==> src/hw/rtl/ale_cell.sv <==
// One storage cell of the list chain: holds an entry and its seen mark.
// Depends on nothing; neighbours feed it.
module ale_cell (
  input  logic        clk_i,
  input  logic        load_i,
  input  logic [31:0] din_i,
  input  logic        mark_din_i,
  input  logic        mark_clr_i,
  input  logic        rst_ni,
  output logic [31:0] data_o,
  output logic        mark_o
);
  logic [31:0] data_q;
  logic        mark_q;
  always_ff @(posedge clk_i) begin
    if (load_i) data_q <= din_i;
  end
  always_ff @(posedge clk_i or negedge rst_ni) begin
    if (!rst_ni) mark_q <= 1'b0;
    else if (mark_clr_i) mark_q <= 1'b0;
    else if (load_i) mark_q <= mark_din_i;
  end
  assign data_o = data_q;
  assign mark_o = mark_q;
endmodule

==> config.mk <==
export PLATFORM = sky130hd
export DESIGN_NAME = ale_cell
export DESIGN_NICKNAME = d
export VERILOG_FILES = /design/src/hw/rtl/ale_cell.sv
export SDC_FILE = /design/constraint.sdc
export NUM_CORES = 1
export LEC_CHECK = 0
export ABC_AREA = 1
export BUFFER_PORTS_ARGS = -buffer_cell sky130_fd_sc_hd__buf_2
export CORE_AREA = 2 2 45 63
export CTS_CLUSTER_SIZE = 24
export DETAILED_ROUTE_END_ITERATION = 7
export DIE_AREA = 0 0 47 65
export PLACE_DENSITY_LB_ADDON = 0.12
export SYNTH_ARGS = -nofsm -noshare
export SYNTH_HDL_FRONTEND = slang
export SYNTH_SLANG_ARGS = --single-unit
==> constraint.sdc <==
create_clock -name clk_i -period 0.8 [get_ports clk_i]
set_input_delay 0.08 -clock clk_i [delete_from_list [all_inputs] [get_ports clk_i]]
set_output_delay 0.08 -clock clk_i [all_outputs]
set_load 0.02 [all_outputs]
==> run_results.csv <==
group,metric,value,unit
status,status,"complete, but fails checks",
status,violations,"setup timing",
power_and_ir_drop,p_leak,0.8610,nW
worst_setup_path,start_kind,"register",
routing,postRouteWirelength,2537,um
power_and_ir_drop,seq_power_share,0.577,
routing,ant_nets,0,
timing,setup_viol,33,
floorplanning,pin_count,70,
synthesis,netlist-cell-type-count,6,
worst_setup_path,critical_path.max_fanout,1,
routing,routedWlPerCell,13.42,um
flow_run,cap_violations,0,
floorplanning,fp.dieH,65,um
worst_setup_path,crit_family,"flip-flops",
timing,slew_violations,0,
timing,tightest_slew,110.3,ps
placement,dpl.hpwl,1327,um
routing,drcViolationCount,0,
layout,multi_input_area,16.27,sq um
worst_setup_path,cpMaxStageDelayCell,"edfxtp_1",
floorplanning,die_w,47,um
layout,nNetsFinal,189,
layout,layout-drive-gt1-share,0.5033,
timing,max_slew_margin,0.9264,
timing,post-route-period-util,1.206,
timing,min_period,964.8,ps
synthesis,ys_seq_area_frac,0.9801,
clocking,h-tree-depth,2,
floorplanning,start_util,0.3972,
synthesis,postSynthCellCount,38,
layout,regArea,985.9,sq um
synthesis,yosysWarnings,0,
power_and_ir_drop,pwr-share-clk,0.232,
placement,routabilityCongestion,0.6977,
power_and_ir_drop,powerDensity,1826,nW/um^2
clocking,cts_root_buffer,"clkbuf_4",
placement,port-buffer-count,69,
timing,rsz0062_at_grt,"yes",
timing,fin_ws,-164.8,ps
worst_setup_path,critPathArrivalTime,880,ps
synthesis,synthesis.area,1006,sq um
power_and_ir_drop,ir_drop,1.219,mV
layout,n_antenna_cell,0,
power_and_ir_drop,switching_share,0.2350,
clocking,clk_pin_slew,90,ps
clocking,clockBufferDepth,2,
timing,skew,0,ps
routing,drtIter0Drc,22,
power_and_ir_drop,intPower,2.785,mW
clocking,cts.sinks,33,
timing,fmax,1.036,GHz
power_and_ir_drop,pwr-share-comb,0.191,
routing,vias_per_cell,4.228,
worst_setup_path,critical_path_class,"register to output pin",
worst_hold_path,hold_path_class,"input port to asynchronous set/reset pin",
synthesis,synth_area_per_cell,26.47,sq um
global_route,grt_pass1_vias,805,
worst_setup_path,cp-end-kind,"output pin",
synthesis,syn-num-nets,75,
global_route,grt_max_degree,19,
worst_setup_path,critical-path-max-stage-delay,410,ps
clocking,tritoncts,"yes",
global_route,antenna_found_initial,0,
global_route,grt.total_usage,0.1648,
layout,final_core_util,0.7871,
worst_setup_path,critical_path.cell_chain,"buf_6",
layout,fill_cells,150,
synthesis,ys_ff_latch,33,
worst_setup_path,required,720,ps
power_and_ir_drop,switchingPower,0.8554,mW
clocking,clkLatencyLatePin,320,ps
global_route,grt_pass1_wl,3381,um
worst_setup_path,path_buf_inv,1,
placement,dp_slack,107.7,ps
clocking,cts_inserted_buffers,5,
timing,timing.hold.ws,69.11,ps
layout,area_growth,98.13,%
floorplanning,dieArea,3055,sq um
routing,vias,799,
global_route,gr-total-overflow,0,
floorplanning,coreArea,2532,sq um
timing,hold_viol,0,
routing,drtPass1Iterations,4,
floorplanning,rows,22,
## cells by family (layout without fill, tap and decap cells)
logic type | count (synthesis) | in the layout | share of synthesized area
DFF | 33 | 33 | 0.9801
and+or+nand+nor | 4 | 4 | 0.01616
buffers and inverters | 1 | 116 | 0.003728
## stage by stage
| stage | cell area [sq um] | total power [mW] | cells | TNS (ps) |
|---|---|---|---|---|
| finish | 1993 | 3.640 | 189 | -4463 |
| global route | 1993 | 3.780 | 189 | -5702 |
| CTS | 1854 | 3.538 | 188 | -4948 |
| detailed placement | 1436 | 2.557 | 145 | 0 |
| global placement | 1436 | 2.549 | 145 | 0 |
| floorplan | 1006 | 2.302 | 38 | 0 |
## power groups by stage
stage               Sequential [mW]  Combinational [mW]  Clock, mW
floorplan                      2.30             0.00451          0
global placement               2.11               0.442          0
detailed placement             2.11               0.448          0
CTS                            2.07               0.591      0.875
global route                   2.11               0.733      0.937
finish                         2.10               0.694      0.846
## worst reg2reg max path, delay by kind of cell, from the launching register on
kind	cells	cell delay, ps
buf+inv	1	140
simple gates	2	110
flops	1	410
## synthesized netlist by cell type
| master | number | area, sq um |
|---|---|---|
| inv_1 | 1 | 3.750 |
| nand2_1 | 2 | 7.510 |
| nand3_1 | 1 | 5.000 |
| dfrtp_1 | 1 | 25.02 |
| nor2_1 | 1 | 3.750 |
| edfxtp_1 | 32 | 960.9 |
## final timing paths
kind	from	to	slack, ps	cells past startpoint
setup reg to reg	mark_o$_DFFE_PN0P_	mark_o$_DFFE_PN0P_	50	3
min in group clk_i	load_i	data_o[24]$_DFFE_PP_	190	2
hold reg to reg	mark_o$_DFFE_PN0P_	mark_o$_DFFE_PN0P_	630	3
setup / recovery	data_o[24]$_DFFE_PP_	data_o[24]	-160	1
hold / removal	rst_ni	mark_o$_DFFE_PN0P_	70	2
max in group asynchronous	rst_ni	mark_o$_DFFE_PN0P_	650	2
## flip-flops by register name, indices dropped and copies added (netlist names)
signal / flops
mark_o: 1
data_o: 32
## routing by layer
metal,track usage,vias up,wire (um)
li1,-,375,-
met4,0.08333,0,45
met5,0,-,0
met3,0.04178,5,166
met1,0.1521,371,763
met2,0.3048,48,1562
## layout make-up
cell class / count / share of cell area
Sequential cell: 33 / 0.4947
Clock buffer: 8 / 0.02448
Inverter: 1 / 0.001883
Timing Repair Buffer: 107 / 0.4482
Tap cell: 36 / 0.02260
Multi-Input combinational cell: 4 / 0.008161
## what timing repair did
item,4_1_cts,5_1_grt
endpoints found under the hold margin,34,0
gates resized for setup,6,42
buffers inserted,0,1
hold buffers,35,0
pin swaps,0,0
cloned,0,0
setup endpoints to repair,33,33
## cell usage in the layout, fill, tap and decap left out
cell type       n
buf_2          45
dlygate4sd3_1  35
edfxtp_1       32
buf_6          24
clkbuf_4        5
clkbuf_1        3
nand2_1         2
buf_12          2
nor2_1          1
inv_1           1
nand3_1         1
dfrtp_1         1
buf_4           1
(Power assumes the default switching activity.)
